### config.mk
export PLATFORM = sky130hd
export DESIGN_NAME = modexp_miller_rabin_top_flat
export DESIGN_NICKNAME = d
export VERILOG_FILES = /design/src/rtl/core/mmr_pkg.sv /design/src/rtl/core/mmr_if.sv /design/src/rtl/core/modexp_miller_rabin_top.sv /design/src/rtl/core/mmr_mulmod.sv /design/src/flat_wrapper.sv
export SDC_FILE = /design/constraint.sdc
export NUM_CORES = 1
export LEC_CHECK = 0
export ABC_AREA = 1
export BUFFER_PORTS_ARGS = -buffer_cell sky130_fd_sc_hd__buf_2
export CORE_MARGIN = 1.5
export CORE_UTILIZATION = 60
export CTS_CLUSTER_DIAMETER = 100
export CTS_CLUSTER_SIZE = 40
export DETAILED_ROUTE_END_ITERATION = 10
export GPL_TIMING_DRIVEN = 0
export PLACE_DENSITY = 0.87
export SLEW_MARGIN = 20
export SYNTH_ARGS = -nofsm -noshare
export SYNTH_HDL_FRONTEND = slang
export SYNTH_SLANG_ARGS = --single-unit
### constraint.sdc
create_clock -name clk_i -period 8.37 [get_ports clk_i]
set_input_delay 0.4185 -clock clk_i [delete_from_list [all_inputs] [get_ports clk_i]]
set_output_delay 0.4185 -clock clk_i [all_outputs]
set_load 0.03 [all_outputs]
### src/rtl/core/mmr_pkg.sv
// Package: shared constants and state type for the modexp / Miller-Rabin block.
package mmr_pkg;

  localparam int WIDTH_DEF = 32;
  localparam int FIELD_W   = 32;

  typedef enum logic [3:0] {
    S_IDLE,
    S_STRIP,
    S_RED,
    S_RED_W,
    S_POW,
    S_MULP,
    S_MULP_W,
    S_MULB,
    S_MULB_W,
    S_MRCHK,
    S_MRSQ,
    S_MRSQ_W,
    S_FIN
  } state_e;

endpackage

### src/rtl/core/mmr_if.sv
// Interfaces: request and result channels of the modexp / Miller-Rabin block.
interface mmr_req_if
  import mmr_pkg::*;
();
  logic               valid;
  logic               ready;
  logic               func;
  logic [FIELD_W-1:0] base;
  logic [FIELD_W-1:0] exponent;
  logic [FIELD_W-1:0] modulus;

  modport source (output valid, func, base, exponent, modulus, input ready);
  modport sink   (input valid, func, base, exponent, modulus, output ready);
endinterface

interface mmr_rsp_if
  import mmr_pkg::*;
();
  logic               valid;
  logic               ready;
  logic [FIELD_W-1:0] value;
  logic               probable_prime;
  logic               bad_operand;

  modport source (output valid, value, probable_prime, bad_operand, input ready);
  modport sink   (input valid, value, probable_prime, bad_operand, output ready);
endinterface

### src/rtl/core/modexp_miller_rabin_top.sv
// Top level: modular exponentiation and one-base Miller-Rabin test.
//
// req_i carries one request: func, base, exponent, modulus. rsp_o returns one
// result per request: value, probable_prime, bad_operand. Both channels use
// valid/ready; a request is taken when both are high.
// Operands are taken to WIDTH bits. Each modular product runs on a
// bit-serial multiplier.
// Mode 0: one base reduction, then per exponent bit up to two products.
// Mode 1: the trailing zeros of modulus-1 are stripped one at a time,
// then the power of the odd part is taken, then up to k squarings follow,
// k being the number of trailing zeros. A rejected modulus goes straight
// to the result; a zero exponent still takes the base reduction.
// One request is processed at a time; req_i.ready is high while idle,
// also while a finished result still waits in the output register.
// If rsp_o is stalled, the next result waits in the core until the output
// register frees. Reset clears all control state; no result is pending.
module modexp_miller_rabin_top
  import mmr_pkg::*;
#(
  parameter int WIDTH = WIDTH_DEF
) (
  input logic      clk_i,
  input logic      rst_ni,
  mmr_req_if.sink  req_i,
  mmr_rsp_if.source rsp_o
);

  localparam int KW = $clog2(WIDTH + 1);
  localparam logic [WIDTH-1:0] ONE = WIDTH'(1);

  state_e state_q, state_d;

  logic             func_q, zexp_q, bad_q, prime_q;
  logic [WIDTH-1:0] b_q, e_q, n_q, m_q, p_q;
  logic [KW-1:0]    k_q;

  logic             ov_q, oprime_q, obad_q;
  logic [FIELD_W-1:0] oval_q;

  logic [63:0]      base_x, exp_x, mod_x, p_x;
  logic [WIDTH-1:0] base_w, exp_w, mod_w, one_red, mul_x, mul_y, mul_r;
  logic             mul_start, mul_done, req_acc, in_bad, fin_go;

  assign base_x = 64'(req_i.base);
  assign exp_x  = 64'(req_i.exponent);
  assign mod_x  = 64'(req_i.modulus);
  assign base_w = base_x[WIDTH-1:0];
  assign exp_w  = exp_x[WIDTH-1:0];
  assign mod_w  = mod_x[WIDTH-1:0];
  assign in_bad = req_i.func ? (mod_w < WIDTH'(2)) : (mod_w == '0);
  assign one_red = (n_q == ONE) ? '0 : ONE;

  assign req_i.ready = (state_q == S_IDLE);
  assign req_acc = req_i.valid && req_i.ready;
  assign fin_go  = !ov_q || rsp_o.ready;

  always_comb begin
    state_d = state_q;
    case (state_q)
      S_IDLE:   if (req_acc) begin
        if (in_bad) state_d = S_FIN;
        else if (req_i.func) state_d = S_STRIP;
        else state_d = S_RED;
      end
      S_STRIP:  if (e_q[0]) state_d = S_RED;
      S_RED:    state_d = S_RED_W;
      S_RED_W:  if (mul_done) state_d = S_POW;
      S_POW: begin
        if (e_q == '0) begin
          if (!func_q || p_q == ONE) state_d = S_FIN;
          else state_d = S_MRCHK;
        end else if (e_q[0]) state_d = S_MULP;
        else state_d = S_MULB;
      end
      S_MULP:   state_d = S_MULP_W;
      S_MULP_W: if (mul_done) state_d = S_MULB;
      S_MULB:   state_d = S_MULB_W;
      S_MULB_W: if (mul_done) state_d = S_POW;
      S_MRCHK: begin
        if (k_q == '0 || p_q == m_q || p_q == ONE) state_d = S_FIN;
        else state_d = S_MRSQ;
      end
      S_MRSQ:   state_d = S_MRSQ_W;
      S_MRSQ_W: if (mul_done) state_d = S_MRCHK;
      S_FIN:    if (fin_go) state_d = S_IDLE;
      default:  state_d = S_IDLE;
    endcase
  end

  always_comb begin
    mul_start = 1'b0;
    mul_x     = p_q;
    mul_y     = b_q;
    case (state_q)
      S_RED: begin
        mul_start = 1'b1;
        mul_x     = one_red;
        mul_y     = b_q;
      end
      S_MULP: begin
        mul_start = 1'b1;
        mul_x     = p_q;
        mul_y     = b_q;
      end
      S_MULB: begin
        mul_start = 1'b1;
        mul_x     = b_q;
        mul_y     = b_q;
      end
      S_MRSQ: begin
        mul_start = 1'b1;
        mul_x     = p_q;
        mul_y     = p_q;
      end
      default: ;
    endcase
  end

  mmr_mulmod #(.WIDTH(WIDTH)) u_mul (
    .clk_i   (clk_i),
    .rst_ni  (rst_ni),
    .start_i (mul_start),
    .x_i     (mul_x),
    .y_i     (mul_y),
    .n_i     (n_q),
    .done_o  (mul_done),
    .r_o     (mul_r)
  );

  always_ff @(posedge clk_i or negedge rst_ni) begin
    if (!rst_ni) state_q <= S_IDLE;
    else state_q <= state_d;
  end

  always_ff @(posedge clk_i) begin
    case (state_q)
      S_IDLE: if (req_acc) begin
        func_q  <= req_i.func;
        zexp_q  <= !req_i.func && (exp_w == '0);
        bad_q   <= in_bad;
        prime_q <= 1'b0;
        b_q     <= base_w;
        n_q     <= mod_w;
        m_q     <= mod_w - ONE;
        e_q     <= req_i.func ? (mod_w - ONE) : exp_w;
        k_q     <= '0;
      end
      S_STRIP: if (!e_q[0]) begin
        e_q <= e_q >> 1;
        k_q <= k_q + 1'b1;
      end
      S_RED_W: if (mul_done) begin
        b_q <= mul_r;
        p_q <= one_red;
      end
      S_POW: if (e_q == '0 && func_q && p_q == ONE) prime_q <= 1'b1;
      S_MULP_W: if (mul_done) p_q <= mul_r;
      S_MULB_W: if (mul_done) begin
        b_q <= mul_r;
        e_q <= e_q >> 1;
      end
      S_MRCHK: if (k_q != '0 && p_q == m_q) prime_q <= 1'b1;
      S_MRSQ_W: if (mul_done) begin
        p_q <= mul_r;
        k_q <= k_q - 1'b1;
      end
      default: ;
    endcase
  end

  assign p_x = 64'(p_q);

  always_ff @(posedge clk_i or negedge rst_ni) begin
    if (!rst_ni) begin
      ov_q <= 1'b0;
    end else if (state_q == S_FIN && fin_go) begin
      ov_q <= 1'b1;
    end else if (rsp_o.ready) begin
      ov_q <= 1'b0;
    end
  end

  always_ff @(posedge clk_i) begin
    if (state_q == S_FIN && fin_go) begin
      obad_q   <= bad_q;
      oprime_q <= !bad_q && func_q && prime_q;
      if (bad_q || func_q) oval_q <= '0;
      else if (zexp_q) oval_q <= FIELD_W'(1);
      else oval_q <= p_x[FIELD_W-1:0];
    end
  end

  assign rsp_o.valid          = ov_q;
  assign rsp_o.value          = oval_q;
  assign rsp_o.probable_prime = oprime_q;
  assign rsp_o.bad_operand    = obad_q;

`ifndef ASSERT_OFF
  a_flags_excl: assert property (@(posedge clk_i) disable iff (!rst_ni)
    ov_q |-> !(oprime_q && obad_q)) else $error("prime and error flags both set");
  a_leave_idle: assert property (@(posedge clk_i) disable iff (!rst_ni)
    req_acc |=> state_q != S_IDLE) else $error("request accepted but core idle");
  a_done_wait: assert property (@(posedge clk_i) disable iff (!rst_ni)
    mul_done |-> (state_q == S_RED_W || state_q == S_MULP_W ||
                  state_q == S_MULB_W || state_q == S_MRSQ_W))
    else $error("product finished outside a wait state");
`endif

endmodule

### src/rtl/core/mmr_mulmod.sv
// Bit-serial modular multiplier: x * y mod n, one bit of y per cycle, x < n.
module mmr_mulmod
  import mmr_pkg::*;
#(
  parameter int WIDTH = WIDTH_DEF
) (
  input  logic             clk_i,
  input  logic             rst_ni,
  input  logic             start_i,
  input  logic [WIDTH-1:0] x_i,
  input  logic [WIDTH-1:0] y_i,
  input  logic [WIDTH-1:0] n_i,
  output logic             done_o,
  output logic [WIDTH-1:0] r_o
);

  localparam int CW = (WIDTH > 1) ? $clog2(WIDTH) : 1;
  localparam logic [CW-1:0] CNT_LAST = CW'(WIDTH - 1);

  function automatic logic [WIDTH-1:0] add_mod(input logic [WIDTH-1:0] a,
                                               input logic [WIDTH-1:0] b,
                                               input logic [WIDTH-1:0] n);
    logic [WIDTH-1:0] gap;
    gap = n - b;
    return (a >= gap) ? (a - gap) : (a + b);
  endfunction

  logic [WIDTH-1:0] r_q, x_q, y_q, n_q;
  logic [CW-1:0]    cnt_q;
  logic             busy_q, done_q;
  logic [WIDTH-1:0] dbl, r_d;

  always_comb begin
    dbl = add_mod(r_q, r_q, n_q);
    r_d = y_q[WIDTH-1] ? add_mod(dbl, x_q, n_q) : dbl;
  end

  always_ff @(posedge clk_i or negedge rst_ni) begin
    if (!rst_ni) begin
      busy_q <= 1'b0;
      done_q <= 1'b0;
      cnt_q  <= '0;
    end else begin
      done_q <= 1'b0;
      if (start_i) begin
        busy_q <= 1'b1;
        cnt_q  <= CNT_LAST;
      end else if (busy_q) begin
        cnt_q <= cnt_q - 1'b1;
        if (cnt_q == '0) begin
          busy_q <= 1'b0;
          done_q <= 1'b1;
        end
      end
    end
  end

  always_ff @(posedge clk_i) begin
    if (start_i) begin
      r_q <= '0;
      x_q <= x_i;
      y_q <= y_i;
      n_q <= n_i;
    end else if (busy_q) begin
      r_q <= r_d;
      y_q <= {y_q[WIDTH-2:0], 1'b0};
    end
  end

  assign done_o = done_q;
  assign r_o    = r_q;

`ifndef ASSERT_OFF
  a_no_restart: assert property (@(posedge clk_i) disable iff (!rst_ni)
    start_i |-> !busy_q) else $error("multiply started while busy");
  a_done_once: assert property (@(posedge clk_i) disable iff (!rst_ni)
    done_q |=> !done_q) else $error("done held over two cycles");
  a_below_mod: assert property (@(posedge clk_i) disable iff (!rst_ni)
    done_q |-> (r_q < n_q)) else $error("product not reduced");
`endif

endmodule
### src/flat_wrapper.sv
// flat-port wrapper written by rule: the top's interface ports become plain ports
module modexp_miller_rabin_top_flat import mmr_pkg::*;
#(
  parameter int WIDTH = WIDTH_DEF
)
  (clk_i, rst_ni, req_i_valid, req_i_func, req_i_base, req_i_exponent, req_i_modulus, req_i_ready, rsp_o_valid, rsp_o_value, rsp_o_probable_prime, rsp_o_bad_operand, rsp_o_ready);
  mmr_req_if req_i_i ();
  mmr_rsp_if rsp_o_i ();
  input logic clk_i;
  input logic rst_ni;
  input wire logic [$bits(req_i_i.valid)-1:0] req_i_valid;
  input wire logic [$bits(req_i_i.func)-1:0] req_i_func;
  input wire logic [$bits(req_i_i.base)-1:0] req_i_base;
  input wire logic [$bits(req_i_i.exponent)-1:0] req_i_exponent;
  input wire logic [$bits(req_i_i.modulus)-1:0] req_i_modulus;
  output wire logic [$bits(req_i_i.ready)-1:0] req_i_ready;
  output wire logic [$bits(rsp_o_i.valid)-1:0] rsp_o_valid;
  output wire logic [$bits(rsp_o_i.value)-1:0] rsp_o_value;
  output wire logic [$bits(rsp_o_i.probable_prime)-1:0] rsp_o_probable_prime;
  output wire logic [$bits(rsp_o_i.bad_operand)-1:0] rsp_o_bad_operand;
  input wire logic [$bits(rsp_o_i.ready)-1:0] rsp_o_ready;
  assign req_i_i.valid = req_i_valid;
  assign req_i_i.func = req_i_func;
  assign req_i_i.base = req_i_base;
  assign req_i_i.exponent = req_i_exponent;
  assign req_i_i.modulus = req_i_modulus;
  assign req_i_ready = req_i_i.ready;
  assign rsp_o_valid = rsp_o_i.valid;
  assign rsp_o_value = rsp_o_i.value;
  assign rsp_o_probable_prime = rsp_o_i.probable_prime;
  assign rsp_o_bad_operand = rsp_o_i.bad_operand;
  assign rsp_o_i.ready = rsp_o_ready;
  modexp_miller_rabin_top #(.WIDTH(WIDTH)) u_core (.clk_i(clk_i), .rst_ni(rst_ni), .req_i(req_i_i), .rsp_o(rsp_o_i));
endmodule
==> flow_results.xml <==
<?xml version="1.0" encoding="UTF-8"?>
<metrics>
  <group name="outcome">
    <metric name="result_of_the_run" unit="">completed</metric>
  </group>
  <group name="job">
    <metric name="max-cap-violations" unit="">0</metric>
  </group>
  <group name="cells_and_area">
    <metric name="num-fill-cells" unit="">3680</metric>
    <metric name="mostFrequentLayoutCell" unit="">sky130_fd_sc_hd__nand2_1</metric>
    <metric name="most_frequent_cells_in_the_layout" unit="">832 x sky130_fd_sc_hd__nand2_1, 468 x sky130_fd_sc_hd__inv_1, 377 x sky130_fd_sc_hd__nor2_1</metric>
    <metric name="layout-drive-gt1-share" unit="">0.0768</metric>
    <metric name="design.final.nets" unit="">3810</metric>
    <metric name="antenna_cells" unit="">0</metric>
    <metric name="area_delta_synth_final" unit="%">8.51</metric>
    <metric name="postLayoutCellArea" unit="um^2">27600</metric>
  </group>
  <group name="sta">
    <metric name="final-max-slew-violation-count" unit="">0</metric>
    <metric name="max_freq" unit="GHz">0.125</metric>
    <metric name="hold_viol" unit="">0</metric>
    <metric name="clock-skew-final" unit="ps">42.7</metric>
    <metric name="setup_slack" unit="ps">390</metric>
    <metric name="finalHoldWorstSlack" unit="ps">86.9</metric>
    <metric name="setup_viol" unit="">0</metric>
    <metric name="min_period" unit="ps">7980</metric>
    <metric name="setup-tns-final" unit="ps">0</metric>
    <metric name="worst_slew_pin_slew" unit="ps">1060</metric>
    <metric name="setup_repair_after_global_routing_missed_its_margin" unit="">no</metric>
    <metric name="worst_slew_margin_rel" unit="">0.288</metric>
    <metric name="final_min_period_over_clock_period" unit="">0.953</metric>
  </group>
  <group name="global_routing">
    <metric name="wire_length_of_the_first_global_routing_pass" unit="um">127000</metric>
    <metric name="global_route.overflow_total" unit="">0</metric>
    <metric name="grt_antenna_before_repair" unit="">1</metric>
    <metric name="first_global_vias" unit="">23300</metric>
    <metric name="grt_max_degree" unit="">48</metric>
    <metric name="all_layer_global_routing_usage" unit="">0.381</metric>
  </group>
  <group name="clock_network">
    <metric name="clock_path_buffers" unit="">3</metric>
    <metric name="cts_made_buffers" unit="">15</metric>
    <metric name="insertion_delay" unit="ps">550</metric>
    <metric name="worst_setup_hold_path_clk_slew" unit="ps">130</metric>
    <metric name="cts.sinks" unit="">344</metric>
    <metric name="ctsHtreeMaxLevel" unit="">1</metric>
    <metric name="clk_root_buffer_cell" unit="">sky130_fd_sc_hd__clkbuf_16</metric>
    <metric name="cts_tree" unit="">yes</metric>
  </group>
  <group name="critical_path">
    <metric name="critical_path_peak_fanout" unit="">19</metric>
    <metric name="critPathLaunchType" unit="">register</metric>
    <metric name="cpMostUsedCell" unit="">sky130_fd_sc_hd__nand2_1</metric>
    <metric name="slowest_delay" unit="ps">440</metric>
    <metric name="cp_slowest_cell" unit="">sky130_fd_sc_hd__dfxtp_1</metric>
    <metric name="timing.critical_path.buf_inv" unit="">9</metric>
    <metric name="cp_data_required_time" unit="ps">8790</metric>
    <metric name="critical_path_class" unit="">register to register</metric>
    <metric name="worstSetupEndpointType" unit="">register</metric>
    <metric name="cpLargestDelayFamily" unit="">simple AND/OR/NAND/NOR gates</metric>
    <metric name="timing.critical_path.arrival" unit="ps">8400</metric>
  </group>
  <group name="placed_design">
    <metric name="numPortBuffers" unit="">136</metric>
    <metric name="placedInstanceArea" unit="um^2">26900</metric>
    <metric name="place_ws" unit="ps">-1600</metric>
    <metric name="place_congestion" unit="">0.988</metric>
    <metric name="dp_hpwl" unit="um">69300</metric>
  </group>
  <group name="synthesis">
    <metric name="netlist-cell-type-count" unit="">65</metric>
    <metric name="syn_area_per_cell" unit="um^2">7.51</metric>
    <metric name="ys.flop_type" unit="">sky130_fd_sc_hd__edfxtp_1</metric>
    <metric name="synth-seq-cells" unit="">344</metric>
    <metric name="synth_nets" unit="">3643</metric>
    <metric name="postSynthCellCount" unit="">3385</metric>
    <metric name="synth-warning-count" unit="">0</metric>
    <metric name="async_reset_ff_frac" unit="">0.0349</metric>
    <metric name="syn-cell-area" unit="um^2">25400</metric>
    <metric name="synth_enable_flop_cells" unit="">300</metric>
    <metric name="part_of_the_yosys_area_used_for_sequential_elements" unit="">0.391</metric>
  </group>
  <group name="floorplan">
    <metric name="die_height" unit="um">209</metric>
    <metric name="num_rows" unit="">75</metric>
    <metric name="design.die.area" unit="um^2">43600</metric>
    <metric name="initial_utilization" unit="">0.608</metric>
    <metric name="floorplan.die.width" unit="um">209</metric>
    <metric name="ios" unit="">137</metric>
    <metric name="design.core.area" unit="um^2">41900</metric>
  </group>
  <group name="drt">
    <metric name="count_of_antenna_violating_nets_left_after_detailed_routing" unit="">0</metric>
    <metric name="finalWirelength" unit="um">83700</metric>
    <metric name="dr.pass1.iters" unit="">6</metric>
    <metric name="wire_per_inst" unit="um">20.4</metric>
    <metric name="drc" unit="">0</metric>
    <metric name="drt-initial-drc-count" unit="">2339</metric>
    <metric name="post_drt_via_cell_ratio" unit="">5.90</metric>
    <metric name="vias" unit="">24200</metric>
  </group>
  <group name="hold_path">
    <metric name="min_path_type" unit="">input port to register</metric>
  </group>
</metrics>
[registers in the layout (all words and copies together) (netlist names)]
signal / count
u_core.b_q: 32
u_core.e_q: 32
u_core.m_q: 32
u_core.n_q: 32
u_core.p_q: 32
u_core.rsp_o.value: 32
u_core.u_mul.n_q: 32
u_core.u_mul.r_o: 32
u_core.u_mul.x_q: 32
u_core.u_mul.y_q: 32
u_core.k_q: 6
u_core.u_mul.cnt_q: 5
u_core.state_q: 4
u_core.bad_q: 1
u_core.func_q: 1
u_core.prime_q: 1
u_core.rsp_o.bad_operand: 1
u_core.rsp_o.probable_prime: 1
u_core.rsp_o.valid: 1
u_core.u_mul.busy_q: 1
u_core.u_mul.done_o: 1
u_core.zexp_q: 1
[layout make-up]
class | count | area [um^2] | share of cell area
buffer | 74 | 348 | 0.0126
inverter | 480 | 1800 | 0.0653
clock buffer | 17 | 383 | 0.0139
clock inverter | 5 | 150 | 0.00544
tap | 539 | 674 | 0.0244
timing repair buffer | 151 | 866 | 0.0314
multi-input combinational | 2486 | 13400 | 0.486
sequential | 344 | 9950 | 0.361
[routing by layer]
metal  vias up  wire length [um]  GRT usage
met4         0              4760      0.199
li1      11700                 -          -
met1     11100             31900      0.478
met2      1210             39400      0.654
met5         -                 0          0
met3       219              7620     0.0385
[final timing paths]
kind | start | to | slack, ps | cells past startpoint
max | u_core.u_mul.r_o[2]$_SDFFE_PN0P_ | u_core.u_mul.r_o[22]$_SDFFE_PN0P_ | 390 | 44
min | req_i_modulus[30] | u_core.n_q[30]$_DFFE_PP_ | 90 | 1
max reg2reg | u_core.u_mul.r_o[2]$_SDFFE_PN0P_ | u_core.u_mul.r_o[22]$_SDFFE_PN0P_ | 390 | 44
min reg2reg | u_core.n_q[29]$_DFFE_PP_ | u_core.u_mul.n_q[29]$_DFFE_PN_ | 480 | 0
max in group asynchronous | rst_ni | u_core.state_q[3]$_DFFE_PN0P_ | 7750 | 2
min in group asynchronous | rst_ni | u_core.state_q[2]$_DFFE_PN0P_ | 300 | 2
[metrics by stage]
stage | util | cells
2_1_floorplan | - | 3385
3_3_place_gp | 0.640 | 4060
3_5_place_dp | 0.643 | 4065
4_1_cts | 0.659 | 4096
5_1_grt | 0.659 | 4096
6_report | 0.659 | 4096
[worst register-to-register path, delay by kind of cell (launching register included)]
kind | cells | cell delay (ps)
simple gates | 21 | 2690
xor+xnor | 1 | 110
fa+ha+maj | 3 | 1140
buf+inv | 9 | 1370
compound gates | 10 | 2110
flops | 1 | 440
[synth_stat cells, types with 7 or more instances]
cell / count / area, um^2
sky130_fd_sc_hd__inv_1: 471 / 1770
sky130_fd_sc_hd__nand3b_1: 14 / 105
sky130_fd_sc_hd__o21ai_0: 230 / 1150
sky130_fd_sc_hd__a31oi_1: 50 / 313
sky130_fd_sc_hd__inv_2: 7 / 26.3
sky130_fd_sc_hd__o21ai_1: 8 / 40.0
sky130_fd_sc_hd__dfrtp_1: 12 / 300
sky130_fd_sc_hd__nor2_1: 382 / 1430
sky130_fd_sc_hd__ha_1: 153 / 1910
sky130_fd_sc_hd__nand3_2: 7 / 70.1
sky130_fd_sc_hd__a21o_1: 7 / 52.6
sky130_fd_sc_hd__nor4_1: 31 / 194
sky130_fd_sc_hd__nor3_1: 34 / 170
sky130_fd_sc_hd__nand2_1: 833 / 3130
sky130_fd_sc_hd__nand3_1: 185 / 926
sky130_fd_sc_hd__o211ai_1: 7 / 52.6
sky130_fd_sc_hd__a211oi_1: 8 / 60.1
sky130_fd_sc_hd__or2_2: 14 / 87.6
sky130_fd_sc_hd__nand4_1: 54 / 338
sky130_fd_sc_hd__o21a_1: 16 / 120
sky130_fd_sc_hd__xnor2_1: 66 / 578
sky130_fd_sc_hd__dfxtp_1: 32 / 641
sky130_fd_sc_hd__a21oi_1: 196 / 981
sky130_fd_sc_hd__clkbuf_1: 58 / 218
sky130_fd_sc_hd__edfxtp_1: 300 / 9010
sky130_fd_sc_hd__xor2_1: 75 / 657
sky130_fd_sc_hd__nand2_2: 14 / 87.6
sky130_fd_sc_hd__o22ai_1: 28 / 175
[timing repair]
action	CTS	global route
hold buffers	1	0
hold endpoints to repair	12	0
setup buffers	8	1
setup endpoints to repair	32	32
gates resized for setup	22	14
pin swaps	5	4
[logic make-up (layout without fill, tap and decap cells)]
| family | count (synthesis) | in the layout | share of synthesized area |
|---|---|---|---|
| and+or+nand+nor | 1593 | 1593 | 0.267 |
| AOI/OAI and AO/OA | 595 | 595 | 0.131 |
| buffers and inverters | 555 | 727 | 0.0839 |
| DFF | 344 | 344 | 0.391 |
| adders and majority gates | 157 | 157 | 0.0784 |
| xor gates and xnor gates | 141 | 141 | 0.0486 |
Power is not shown: default switching activity piles up to over one toggle a cycle in this logic, so the estimate is an artifact.
